<file path="config.mk">
export PLATFORM = sky130hd
export DESIGN_NAME = cover_position_tracker_fsm_unit
export DESIGN_NICKNAME = d
export VERILOG_FILES = /design/src/rtl/ctpt_pkg.sv /design/src/rtl/ctpt_div.sv /design/src/rtl/ctpt_dp.sv /design/src/rtl/ctpt_ctrl.sv /design/src/rtl/cover_position_tracker_fsm_unit.sv
export SDC_FILE = /design/constraint.sdc
export NUM_CORES = 1
export LEC_CHECK = 0
export ABC_CLOCK_PERIOD_IN_PS = 13700
export BUFFER_PORTS_ARGS = -buffer_cell sky130_fd_sc_hd__clkbuf_2
export CORE_UTILIZATION = 40
export DETAILED_ROUTE_END_ITERATION = 10
export GPL_ROUTABILITY_DRIVEN = 0
export SYNTH_ARGS = -nofsm -noshare
export SYNTH_HDL_FRONTEND = slang
export SYNTH_HIERARCHICAL = 1
export SYNTH_SLANG_ARGS = --single-unit
</file>
<file path="constraint.sdc">
create_clock -name clk -period 13.7 [get_ports clk]
set_input_delay 0 -clock clk [delete_from_list [all_inputs] [get_ports clk]]
set_output_delay 0 -clock clk [all_outputs]
set_load 0.02 [all_outputs]
</file>
<file path="src/rtl/ctpt_pkg.sv">
// shared types, codes and constants of the cover position tracker
`default_nettype none

package ctpt_pkg;

    localparam int POS_FRAC_BITS = 24;
    localparam int POS_W         = POS_FRAC_BITS + 1;
    localparam int COUNT_BITS    = 8;
    localparam int REG_W         = 20;
    localparam int TIME_W        = 32;
    localparam int CFG_IDX_W     = 2;
    localparam int DIV_CNT_W     = $clog2(POS_FRAC_BITS);

    localparam logic [POS_W-1:0] POS_ONE  = POS_W'(1) << POS_FRAC_BITS;
    localparam logic [POS_W-1:0] POS_HALF = POS_W'(1) << (POS_FRAC_BITS - 1);

    // item kinds
    localparam logic [1:0] FUNC_TICK = 2'd0;
    localparam logic [1:0] FUNC_STOP = 2'd1;
    localparam logic [1:0] FUNC_MOVE = 2'd2;

    // configuration register indexes
    localparam logic [CFG_IDX_W-1:0] CFG_OPEN_TIME   = 2'd0;
    localparam logic [CFG_IDX_W-1:0] CFG_CLOSE_TIME  = 2'd1;
    localparam logic [CFG_IDX_W-1:0] CFG_SENSOR_TOUT = 2'd2;
    localparam logic [CFG_IDX_W-1:0] CFG_PUB_INTV    = 2'd3;

    localparam logic [REG_W-1:0] OPEN_TIME_RST   = 20'd30000;
    localparam logic [REG_W-1:0] CLOSE_TIME_RST  = 20'd30000;
    localparam logic [REG_W-1:0] SENSOR_TOUT_RST = 20'd2000;
    localparam logic [REG_W-1:0] PUB_INTV_RST    = 20'd1000;

    typedef enum logic [1:0] {
        PH_IDLE  = 2'd0,
        PH_START = 2'd1,
        PH_MOVE  = 2'd2,
        PH_STOP  = 2'd3
    } phase_t;

    typedef enum logic [1:0] {
        PEND_NONE = 2'd0,
        PEND_STOP = 2'd1,
        PEND_MOVE = 2'd2
    } pend_t;

    typedef enum logic [1:0] {
        DIR_IDLE  = 2'd0,
        DIR_OPEN  = 2'd1,
        DIR_CLOSE = 2'd2
    } dir_t;

    typedef enum logic [1:0] {
        PULSE_NONE  = 2'd0,
        PULSE_OPEN  = 2'd1,
        PULSE_CLOSE = 2'd2,
        PULSE_STOP  = 2'd3
    } pulse_t;

    typedef enum logic [2:0] {
        C_WAIT   = 3'd0,
        C_EXEC   = 3'd1,
        C_DIV    = 3'd2,
        C_FINISH = 3'd3,
        C_OUT    = 3'd4
    } ctrl_state_t;

    typedef struct packed {
        logic [1:0]       func;
        logic [TIME_W-1:0] now_ms;
        logic [7:0]       moving_count;
        logic [24:0]      goal_position;
    } ctpt_in_t;

    typedef struct packed {
        logic [1:0]  drive_pulse;
        logic        publish;
        logic [24:0] cover_position;
        logic [1:0]  direction;
        logic [1:0]  phase;
    } ctpt_out_t;

    typedef struct packed {
        logic load_in;
        logic exec_step;
        logic div_start;
        logic div_step;
        logic finish_step;
        logic load_out;
    } ctpt_cmd_t;

    typedef struct packed {
        logic move_tick;
        logic div_needed;
        logic div_last;
    } ctpt_stat_t;

endpackage

`default_nettype wire

</file>
<file path="src/rtl/ctpt_div.sv">
// restoring fractional divider, one quotient bit per cycle while step is high
`default_nettype none

module ctpt_div (
    input  wire logic                              clk,
    input  wire logic                              rst_n,
    input  wire logic                              start,
    input  wire logic                              step,
    input  wire logic [ctpt_pkg::REG_W-1:0]        dividend,
    input  wire logic [ctpt_pkg::REG_W-1:0]        divisor,
    output logic      [ctpt_pkg::POS_FRAC_BITS-1:0] quotient,
    output logic                                   last
);
    import ctpt_pkg::*;

    logic [REG_W-1:0]         rem_reg, rem_next;
    logic [REG_W-1:0]         div_reg, div_next;
    logic [POS_FRAC_BITS-1:0] quo_reg, quo_next;
    logic [DIV_CNT_W-1:0]     cnt_reg, cnt_next;
    logic [REG_W:0]           shifted;
    logic                     fits;

    // dividend is always below divisor, so remainder keeps REG_W bits
    assign shifted = {rem_reg, 1'b0};
    assign fits    = shifted >= {1'b0, div_reg};

    always_comb
    begin
        rem_next = rem_reg;
        div_next = div_reg;
        quo_next = quo_reg;
        cnt_next = cnt_reg;
        if (start)
        begin
            rem_next = dividend;
            div_next = divisor;
            cnt_next = '0;
        end
        else if (step)
        begin
            rem_next = fits ? REG_W'(shifted - {1'b0, div_reg}) : shifted[REG_W-1:0];
            quo_next = {quo_reg[POS_FRAC_BITS-2:0], fits};
            cnt_next = cnt_reg + DIV_CNT_W'(1);
        end
    end

    always_ff @(posedge clk or negedge rst_n)
    begin
        if (!rst_n)
        begin
            cnt_reg <= '0;
        end
        else
        begin
            cnt_reg <= cnt_next;
        end
    end

    always_ff @(posedge clk)
    begin
        rem_reg <= rem_next;
        div_reg <= div_next;
        quo_reg <= quo_next;
    end

    assign quotient = quo_reg;
    assign last     = cnt_reg == DIV_CNT_W'(POS_FRAC_BITS - 1);

endmodule

`default_nettype wire

</file>
<file path="src/rtl/ctpt_dp.sv">
// datapath: tracker state, config registers, travel arithmetic, result register
`default_nettype none

module ctpt_dp (
    input  wire logic                            clk,
    input  wire logic                            rst_n,
    input  wire ctpt_pkg::ctpt_cmd_t             cmd,
    output ctpt_pkg::ctpt_stat_t                 stat,
    input  wire ctpt_pkg::ctpt_in_t              in_data,
    output ctpt_pkg::ctpt_out_t                  out_data,
    input  wire logic                            cfg_we,
    input  wire logic [ctpt_pkg::CFG_IDX_W-1:0]  cfg_index,
    input  wire logic [ctpt_pkg::REG_W-1:0]      cfg_data
);
    import ctpt_pkg::*;

    localparam int DIFF_W = POS_W + 5;

    // configuration
    logic [REG_W-1:0] open_time_reg, close_time_reg, sensor_tout_reg, pub_intv_reg;

    // tracker state
    phase_t            phase_reg, phase_next;
    pend_t             pending_reg, pending_next;
    dir_t              dir_reg, dir_next;
    logic [POS_W-1:0]  pos_reg, pos_next;
    logic [POS_W-1:0]  target_reg, target_next;
    logic [COUNT_BITS-1:0] snap_reg, snap_next;
    logic [TIME_W-1:0] mst_reg, mst_next;
    logic [TIME_W-1:0] lut_reg, lut_next;
    logic [TIME_W-1:0] lpt_reg, lpt_next;

    // item and result staging
    ctpt_in_t          in_reg, in_next;
    ctpt_out_t         out_reg, out_next;
    pulse_t            pulse_reg, pulse_next;
    logic              pub_reg, pub_next;
    logic              sat_reg, sat_next;

    // travel setup
    logic [TIME_W-1:0] lut_eff, elapsed;
    logic [REG_W-1:0]  t_sel, t_eff;
    logic              sat_now;
    logic [POS_FRAC_BITS-1:0] quotient;

    logic [TIME_W-1:0]     now_v;
    logic [COUNT_BITS-1:0] cnt_v;

    assign now_v = in_reg.now_ms;
    assign cnt_v = in_reg.moving_count[COUNT_BITS-1:0];

    assign lut_eff = (mst_reg > lut_reg) ? mst_reg : lut_reg;
    assign elapsed = now_v - lut_eff;
    assign t_sel   = (dir_reg == DIR_OPEN) ? open_time_reg : close_time_reg;
    assign t_eff   = (t_sel == '0) ? REG_W'(1) : t_sel;
    // at or beyond full travel time the increment saturates at a full travel (POS_ONE)
    assign sat_now = elapsed >= TIME_W'(t_eff);

    ctpt_div u_div (
        .clk      (clk),
        .rst_n    (rst_n),
        .start    (cmd.div_start),
        .step     (cmd.div_step),
        .dividend (elapsed[REG_W-1:0]),
        .divisor  (t_eff),
        .quotient (quotient),
        .last     (stat.div_last)
    );

    assign stat.move_tick  = (in_reg.func == FUNC_TICK) && (phase_reg == PH_MOVE);
    assign stat.div_needed = !sat_now;

    always_comb
    begin
        in_next  = cmd.load_in ? in_data : in_reg;
        sat_next = cmd.div_start ? sat_now : sat_reg;
        out_next = out_reg;
        if (cmd.load_out)
        begin
            out_next.drive_pulse    = pulse_reg;
            out_next.publish        = pub_reg;
            out_next.cover_position = pos_reg;
            out_next.direction      = dir_reg;
            out_next.phase          = phase_reg;
        end
    end

    always_comb
    begin : step_logic
        logic [POS_W-1:0]  goal_sat;
        logic [POS_W-1:0]  inc;
        logic [POS_W:0]    sum;
        logic [POS_W-1:0]  ps;
        logic [POS_W-1:0]  diff;
        logic [DIFF_W-1:0] diff20;
        logic [TIME_W-1:0] dt_start;
        logic [TIME_W-1:0] dt_pub;
        phase_t            ph;
        dir_t              dr;
        logic [COUNT_BITS-1:0] sn;
        pulse_t            pl;
        logic              pb;

        phase_next   = phase_reg;
        pending_next = pending_reg;
        dir_next     = dir_reg;
        pos_next     = pos_reg;
        target_next  = target_reg;
        snap_next    = snap_reg;
        mst_next     = mst_reg;
        lut_next     = lut_reg;
        lpt_next     = lpt_reg;
        pulse_next   = pulse_reg;
        pub_next     = pub_reg;

        goal_sat = (in_reg.goal_position > POS_ONE) ? POS_ONE : in_reg.goal_position;
        dt_start = now_v - mst_reg;
        dt_pub   = now_v - lpt_reg;
        inc      = sat_reg ? POS_ONE : {1'b0, quotient};
        sum      = {1'b0, pos_reg} + {1'b0, inc};
        ps       = pos_reg;
        diff     = '0;
        diff20   = '0;
        ph       = phase_reg;
        dr       = dir_reg;
        sn       = snap_reg;
        pl       = PULSE_NONE;
        pb       = 1'b0;

        if (cmd.exec_step)
        begin
            pulse_next = PULSE_NONE;
            pub_next   = 1'b0;
            if (in_reg.func == FUNC_STOP)
            begin
                pending_next = PEND_STOP;
            end
            else if (in_reg.func == FUNC_MOVE)
            begin
                target_next  = goal_sat;
                pending_next = PEND_MOVE;
            end
            else if (in_reg.func == FUNC_TICK)
            begin
                unique case (phase_reg)
                    PH_IDLE:
                    begin
                        if (pending_reg == PEND_MOVE)
                        begin
                            // start: pick direction toward the target
                            if (target_reg == POS_ONE || target_reg > pos_reg)
                            begin
                                pulse_next = PULSE_OPEN;
                                dir_next   = DIR_OPEN;
                            end
                            else if (target_reg == '0 || target_reg < pos_reg)
                            begin
                                pulse_next = PULSE_CLOSE;
                                dir_next   = DIR_CLOSE;
                            end
                            mst_next   = now_v;
                            lut_next   = '0;
                            pub_next   = 1'b1;
                            lpt_next   = now_v;
                            phase_next = PH_START;
                            snap_next  = cnt_v;
                        end
                        else if (pending_reg == PEND_STOP)
                        begin
                            pulse_next = PULSE_STOP;
                            dir_next   = DIR_IDLE;
                            pub_next   = 1'b1;
                            lpt_next   = now_v;
                            phase_next = PH_IDLE;
                            snap_next  = cnt_v;
                        end
                        pending_next = PEND_NONE;
                    end
                    PH_START:
                    begin
                        if (cnt_v > snap_reg)
                        begin
                            mst_next   = now_v;
                            phase_next = PH_MOVE;
                            snap_next  = cnt_v;
                        end
                        else if (dt_start > TIME_W'(sensor_tout_reg))
                        begin
                            pulse_next = PULSE_STOP;
                            dir_next   = DIR_IDLE;
                            pub_next   = 1'b1;
                            lpt_next   = now_v;
                            phase_next = PH_IDLE;
                            snap_next  = cnt_v;
                        end
                    end
                    PH_STOP:
                    begin
                        if (cnt_v < snap_reg || dt_start > TIME_W'(sensor_tout_reg))
                        begin
                            pulse_next = PULSE_STOP;
                            dir_next   = DIR_IDLE;
                            pub_next   = 1'b1;
                            lpt_next   = now_v;
                            phase_next = PH_IDLE;
                            snap_next  = cnt_v;
                        end
                    end
                    PH_MOVE:
                    begin
                        // moving ticks go through the travel path
                    end
                endcase
            end
        end
        else if (cmd.finish_step)
        begin
            // integrate travel since the last update
            if (dir_reg == DIR_OPEN)
            begin
                ps = (sum > {1'b0, POS_ONE}) ? POS_ONE : sum[POS_W-1:0];
            end
            else if (dir_reg == DIR_CLOSE)
            begin
                ps = (inc >= pos_reg) ? '0 : pos_reg - inc;
            end
            lut_next = now_v;

            if (dt_pub > TIME_W'(pub_intv_reg))
            begin
                pb       = 1'b1;
                lpt_next = now_v;
            end

            if (pending_reg == PEND_STOP)
            begin
                pl           = PULSE_STOP;
                ph           = PH_STOP;
                sn           = cnt_v;
                pending_next = PEND_NONE;
            end
            else if (pending_reg == PEND_MOVE)
            begin
                // new target lies behind: stop first
                if ((dr == DIR_OPEN && target_reg < ps) ||
                    (dr == DIR_CLOSE && target_reg > ps))
                begin
                    pl = PULSE_STOP;
                    ph = PH_STOP;
                    sn = cnt_v;
                end
            end

            if (ph == PH_MOVE)
            begin
                if (sn > cnt_v)
                begin
                    sn = cnt_v;
                end
                else if (sn < cnt_v || cnt_v == '0)
                begin
                    sn     = cnt_v;
                    diff   = (target_reg > ps) ? target_reg - ps : ps - target_reg;
                    diff20 = (DIFF_W'(diff) << 4) + (DIFF_W'(diff) << 2);
                    // motor stopped by itself: snap to target when close or count empty
                    if (cnt_v == '0 || diff20 < DIFF_W'(POS_ONE))
                    begin
                        ps       = target_reg;
                        pl       = PULSE_STOP;
                        dr       = DIR_IDLE;
                        pb       = 1'b1;
                        lpt_next = now_v;
                        ph       = PH_IDLE;
                        sn       = cnt_v;
                    end
                end

                // intermediate target reached
                if (target_reg != POS_ONE && target_reg != '0 &&
                    ((dr == DIR_OPEN && ps >= target_reg) ||
                     (dr == DIR_CLOSE && ps <= target_reg)))
                begin
                    pl = PULSE_STOP;
                    ph = PH_STOP;
                    sn = cnt_v;
                end
            end

            pos_next   = ps;
            phase_next = ph;
            dir_next   = dr;
            snap_next  = sn;
            pulse_next = pl;
            pub_next   = pb;
        end
    end

    always_ff @(posedge clk or negedge rst_n)
    begin
        if (!rst_n)
        begin
            open_time_reg   <= OPEN_TIME_RST;
            close_time_reg  <= CLOSE_TIME_RST;
            sensor_tout_reg <= SENSOR_TOUT_RST;
            pub_intv_reg    <= PUB_INTV_RST;
        end
        else if (cfg_we)
        begin
            unique case (cfg_index)
                CFG_OPEN_TIME:   open_time_reg   <= cfg_data;
                CFG_CLOSE_TIME:  close_time_reg  <= cfg_data;
                CFG_SENSOR_TOUT: sensor_tout_reg <= cfg_data;
                CFG_PUB_INTV:    pub_intv_reg    <= cfg_data;
            endcase
        end
    end

    always_ff @(posedge clk or negedge rst_n)
    begin
        if (!rst_n)
        begin
            phase_reg   <= PH_IDLE;
            pending_reg <= PEND_NONE;
            dir_reg     <= DIR_IDLE;
            pos_reg     <= POS_HALF;
            target_reg  <= '0;
            snap_reg    <= '0;
            mst_reg     <= '0;
            lut_reg     <= '0;
            lpt_reg     <= '0;
        end
        else
        begin
            phase_reg   <= phase_next;
            pending_reg <= pending_next;
            dir_reg     <= dir_next;
            pos_reg     <= pos_next;
            target_reg  <= target_next;
            snap_reg    <= snap_next;
            mst_reg     <= mst_next;
            lut_reg     <= lut_next;
            lpt_reg     <= lpt_next;
        end
    end

    always_ff @(posedge clk)
    begin
        in_reg    <= in_next;
        out_reg   <= out_next;
        pulse_reg <= pulse_next;
        pub_reg   <= pub_next;
        sat_reg   <= sat_next;
    end

    assign out_data = out_reg;

endmodule

`default_nettype wire

</file>
<file path="src/rtl/ctpt_ctrl.sv">
// controller: sequences one item through the datapath and owns the handshakes
`default_nettype none

module ctpt_ctrl (
    input  wire logic                 clk,
    input  wire logic                 rst_n,
    input  wire logic                 in_valid,
    output logic                      in_ready,
    output logic                      out_valid,
    input  wire logic                 out_ready,
    input  wire ctpt_pkg::ctpt_stat_t stat,
    output ctpt_pkg::ctpt_cmd_t       cmd
);
    import ctpt_pkg::*;

    ctrl_state_t state_reg, state_next;
    logic        out_valid_reg, out_valid_next;
    logic        slot_free;

    assign slot_free = !out_valid_reg || out_ready;

    always_comb
    begin
        state_next = state_reg;
        unique case (state_reg)
            C_WAIT:
            begin
                if (in_valid)
                begin
                    state_next = C_EXEC;
                end
            end
            C_EXEC:
            begin
                if (!stat.move_tick)
                begin
                    state_next = C_OUT;
                end
                else if (stat.div_needed)
                begin
                    state_next = C_DIV;
                end
                else
                begin
                    state_next = C_FINISH;
                end
            end
            C_DIV:
            begin
                if (stat.div_last)
                begin
                    state_next = C_FINISH;
                end
            end
            C_FINISH:
            begin
                state_next = C_OUT;
            end
            C_OUT:
            begin
                if (slot_free)
                begin
                    state_next = C_WAIT;
                end
            end
            default:
            begin
                state_next = C_WAIT;
            end
        endcase
    end

    always_comb
    begin
        cmd      = '0;
        in_ready = 1'b0;
        unique case (state_reg)
            C_WAIT:
            begin
                in_ready    = 1'b1;
                cmd.load_in = in_valid;
            end
            C_EXEC:
            begin
                cmd.exec_step = !stat.move_tick;
                cmd.div_start = stat.move_tick;
            end
            C_DIV:
            begin
                cmd.div_step = 1'b1;
            end
            C_FINISH:
            begin
                cmd.finish_step = 1'b1;
            end
            C_OUT:
            begin
                cmd.load_out = slot_free;
            end
            default:
            begin
                cmd = '0;
            end
        endcase
    end

    always_comb
    begin
        if (cmd.load_out)
        begin
            out_valid_next = 1'b1;
        end
        else if (out_ready)
        begin
            out_valid_next = 1'b0;
        end
        else
        begin
            out_valid_next = out_valid_reg;
        end
    end

    always_ff @(posedge clk or negedge rst_n)
    begin
        if (!rst_n)
        begin
            state_reg     <= C_WAIT;
            out_valid_reg <= 1'b0;
        end
        else
        begin
            state_reg     <= state_next;
            out_valid_reg <= out_valid_next;
        end
    end

    assign out_valid = out_valid_reg;

endmodule

`default_nettype wire

</file>
<file path="src/rtl/cover_position_tracker_fsm_unit.sv">
// top level of the motorized cover position tracker
//
//  channel   dir  handshake             payload
//  in        in   in_valid / in_ready   in_data   (func, now_ms, moving_count, goal_position)
//  out       out  out_valid / out_ready out_data  (drive_pulse, publish, cover_position,
//                                                  direction, phase)
//  cfg       in   cfg_we                cfg_index, cfg_data (20 bit travel and timer values)
//
// one item at a time: a command, or a tick outside the moving phase, goes from the
// accept state through the evaluate state to the output state and into the result register
// a tick in the moving phase runs the restoring divider, one quotient bit per cycle,
// between the evaluate and finish states; when elapsed time reaches full travel time
// the increment saturates and the divider is skipped
// reset puts the tracker at half open, idle, with reset values in the registers
// a result waits in the output register while the next item is accepted; a second
// result holds in the datapath state until that register is taken
`default_nettype none

module cover_position_tracker_fsm_unit (
    input  wire logic                           clk,
    input  wire logic                           rst_n,
    input  wire logic                           in_valid,
    output logic                                in_ready,
    input  wire ctpt_pkg::ctpt_in_t             in_data,
    output logic                                out_valid,
    input  wire logic                           out_ready,
    output ctpt_pkg::ctpt_out_t                 out_data,
    input  wire logic                           cfg_we,
    input  wire logic [ctpt_pkg::CFG_IDX_W-1:0] cfg_index,
    input  wire logic [ctpt_pkg::REG_W-1:0]     cfg_data
);
    import ctpt_pkg::*;

    // command and status between sequencer and datapath
    ctpt_cmd_t  cmd;
    ctpt_stat_t stat;

    // sequencer: accept, evaluate, divide, finish, hand off result
    ctpt_ctrl u_ctrl (
        .clk       (clk),
        .rst_n     (rst_n),
        .in_valid  (in_valid),
        .in_ready  (in_ready),
        .out_valid (out_valid),
        .out_ready (out_ready),
        .stat      (stat),
        .cmd       (cmd)
    );

    // tracker state, timers, position arithmetic and result register
    ctpt_dp u_dp (
        .clk       (clk),
        .rst_n     (rst_n),
        .cmd       (cmd),
        .stat      (stat),
        .in_data   (in_data),
        .out_data  (out_data),
        .cfg_we    (cfg_we),
        .cfg_index (cfg_index),
        .cfg_data  (cfg_data)
    );

endmodule

`default_nettype wire
</file>
==> qor.csv <==
metric;value;unit
status;complete, no violations;
I/O Pins;128;
filler cell count;8144;
Hold WS;0.0279;ns
CP Capture Type;flop;
top_reg_cell synth;dfrtp_1;
cell taking the most area after synthesis;dfrtp_1;
worst r2r path cells;63;
top post-synthesis cells by area;dfrtp_1 16%, edfxtp_1 15%, ha_1 15%, a21oi_1 4.9%, inv_1 4.5%;
max-slew violations;0;
GRT Total Usage;22.7;%
synthesized netlist net count;4261;
max-cap violation count;0;
Worst R2R Setup Slack;0.65;ns
post-DP HPWL;76800;microns
ys async rst share;59.9;%
Chip Height;293;microns
Max stage delay cell, worst path;or3_4;
Critical Path Start;u_dp/sat_reg$_DFFE_PP_;
initial core utilization;40.5;%
Worst Skew;0.0613;ns
Worst setup endpoint;u_dp/snap_reg[5]$_DFFE_PN0P_;
drc violations;0;
met2 Resource Use GR;37.5;%
Clock Tree Root;clkbuf_16;
crit path max fanout;17;
total number of vias;28680;
global route hottest layer;met2;
Arr. time, crit path;13.60;ns
initial antenna violation count;6;
vias in the first global route;27864;
grt met1 use;31.3;%
Yosys reg bits;416;
Placed Cells;4949;
sequential area share after synthesis;33.2;%
critical path depth;63;
Multi-input gate area;20800;sq um
Finished Layout Cells;5145;
clk sink count;416;
synth cell count leaders;410 x inv_1, 396 x ha_1, 333 x a21oi_1;
final period utilization;95.3;%
Post-Syn Area;34000;sq um
routed len/inst;19.3;microns
synth unique cells;98;
Hold Fails Final Rpt;0;
cell count after synthesis;3763;
number of synthesized flops with an enable pin;167;
Ys Warns;6;
Layout area overhead;15.0;%
worst flop-to-flop path startpoint;u_dp/sat_reg$_DFFE_PP_;
routed wire length;99200;microns
Worst-Skew Late Latency;0.64;ns
most frequent cell on the critical path;buf_4;
Buf/Inv on CP;8;
CTS Buf Count;51;
# setup viols final;0;
reg2reg end;u_dp/snap_reg[5]$_DFFE_PN0P_;
vias per inst;5.57;
largest net degree at the start of global routing;80;
Max stage delay on crit path;0.46;ns
Slew @ Worst Pin;1.15;ns
Worst-path clk slew;0.06;ns
GR Layer Usage met3;3.01;%
family with the most delay on the worst path;compound AO/OA/AOI/OAI gates;
total gr overflow;0;
I/O Buffers;127;
Std-Cell Rows;106;
CTS tree;yes;
layout cells sized above 1;12.9;%
utilization after layout;46.6;%
Slew HR;23.4;%
initial drt markers;2125;
kind of critical path;reg -> reg;
Period minus WS final;13.05;ns
top-count cell post-synth;inv_1;
Sequential Area;11300;sq um
crit start category;flop;
H-tree depth;2;
syn avg cell area;9.03;sq um
top cell type's share of synthesized area;16.3;%
clk buf depth;3;
nets@finish;4464;
drt pass-1 iters;7;
core box area;83800;sq um
Die Area;86100;sq um
Die X;293;microns
Final ANT Viol Nets;0;
first-pass GRT wire length;156000;microns
Max Freq;76.6;MHz
WP data required;14.25;ns
Hold Crit Class;in -> reg;
-- logic make-up (layout without fill, tap and decap cells) --
kind of cell             after synthesis  after routing  share of synthesized area [%]
buffers and inverters                564            809                           6.48
AND/OR/NAND/NOR                      903            903                           13.3
multiplexers                         230            230                           7.15
XOR/XNOR                             144            144                           3.71
flip-flops                           416            416                           33.2
AO/OA/AOI/OAI                       1102           1102                           21.2
adder cells (fa/ha/maj)              404            404                           15.0
other                                  0              3                              0
-- placed cells by master (no fill, tap or decap), types with 60 or more instances in the layout --
cell type,count
a21o_1,135
a21oi_1,326
buf_4,80
clkbuf_2,126
dfrtp_1,222
dlygate4sd3_1,91
edfxtp_1,167
ha_1,392
inv_1,409
mux2_2,101
mux2i_1,126
nand2_1,300
nand3_1,64
nand4_1,65
nor2_1,165
o21ai_0,218
o31ai_1,60
xnor2_1,104
-- per-stage QoR --
stage          TNS [ns]  worst slack (ns)  instance area (sq um)
2_1_floorplan         0             0.951                  34000
3_3_place_gp          0             0.116                  36100
3_5_place_dp      -2.32            -0.249                  36100
4_1_cts               0            0.0441                  38800
5_1_grt          -0.280           -0.0629                  39100
6_report              0             0.650                  39100
-- routing by layer --
layer	part of all wire [%]	wire length, microns	vias to the layer above
met1	46	45400	13681
met4	2.1	2130	2
met3	5.9	5860	121
met2	46	45800	858
met5	0.013	13	-
li1	-	-	14018
-- how the worst min path moves through the flow --
stage | startpoint | end | slack (ns) | cells after the start
after floorplan | rst_n | u_ctrl/out_valid$_DFFE_PN0P_ | -0.30 | 0
after global placement | rst_n | u_dp/pos_reg[22]$_DFFE_PN0P_ | -0.02 | 1
after detailed placement | rst_n | u_dp/pos_reg[24]$_DFFE_PN0P_ | -0.02 | 1
after CTS | cfg_index[1] | u_dp/open_time_reg[3]$_DFFE_PN0P_ | 0.004 | 4
after global routing | cfg_index[1] | u_dp/open_time_reg[2]$_DFFE_PN0P_ | 0.03 | 4
final | cfg_index[1] | u_dp/open_time_reg[3]$_DFFE_PN0P_ | 0.03 | 4
-- tightest hold or removal path, stage by stage --
cell and delay, ns:
clkbuf_2 0.12, nor3b_2 0.05, buf_4 0.22, mux2_2 0.25
-- layout make-up --
class | instances | area share, %
diodes | 3 | 0.0192
clock inverters | 27 | 0.762
inverters | 412 | 3.96
clock buffers | 68 | 3.90
repair buffers | 302 | 5.72
multi-input cells | 2783 | 53.2
well taps | 1134 | 3.63
flip-flops and latches | 416 | 28.9
-- timing repair --
item / 4_1_cts / 5_1_grt
pin swaps: 1 / 13
setup buffers: 1 / 5
endpoints found under the setup margin: 11 / 11
resized for setup: 5 / 42
gates cloned: 0 / 0
hold endpoints to repair: 209 / 0
hold buffers: 92 / 0
Power is left out: the tool's default activity adds up to more than one toggle a clock period on the data nets, which glitch-free logic cannot reach.
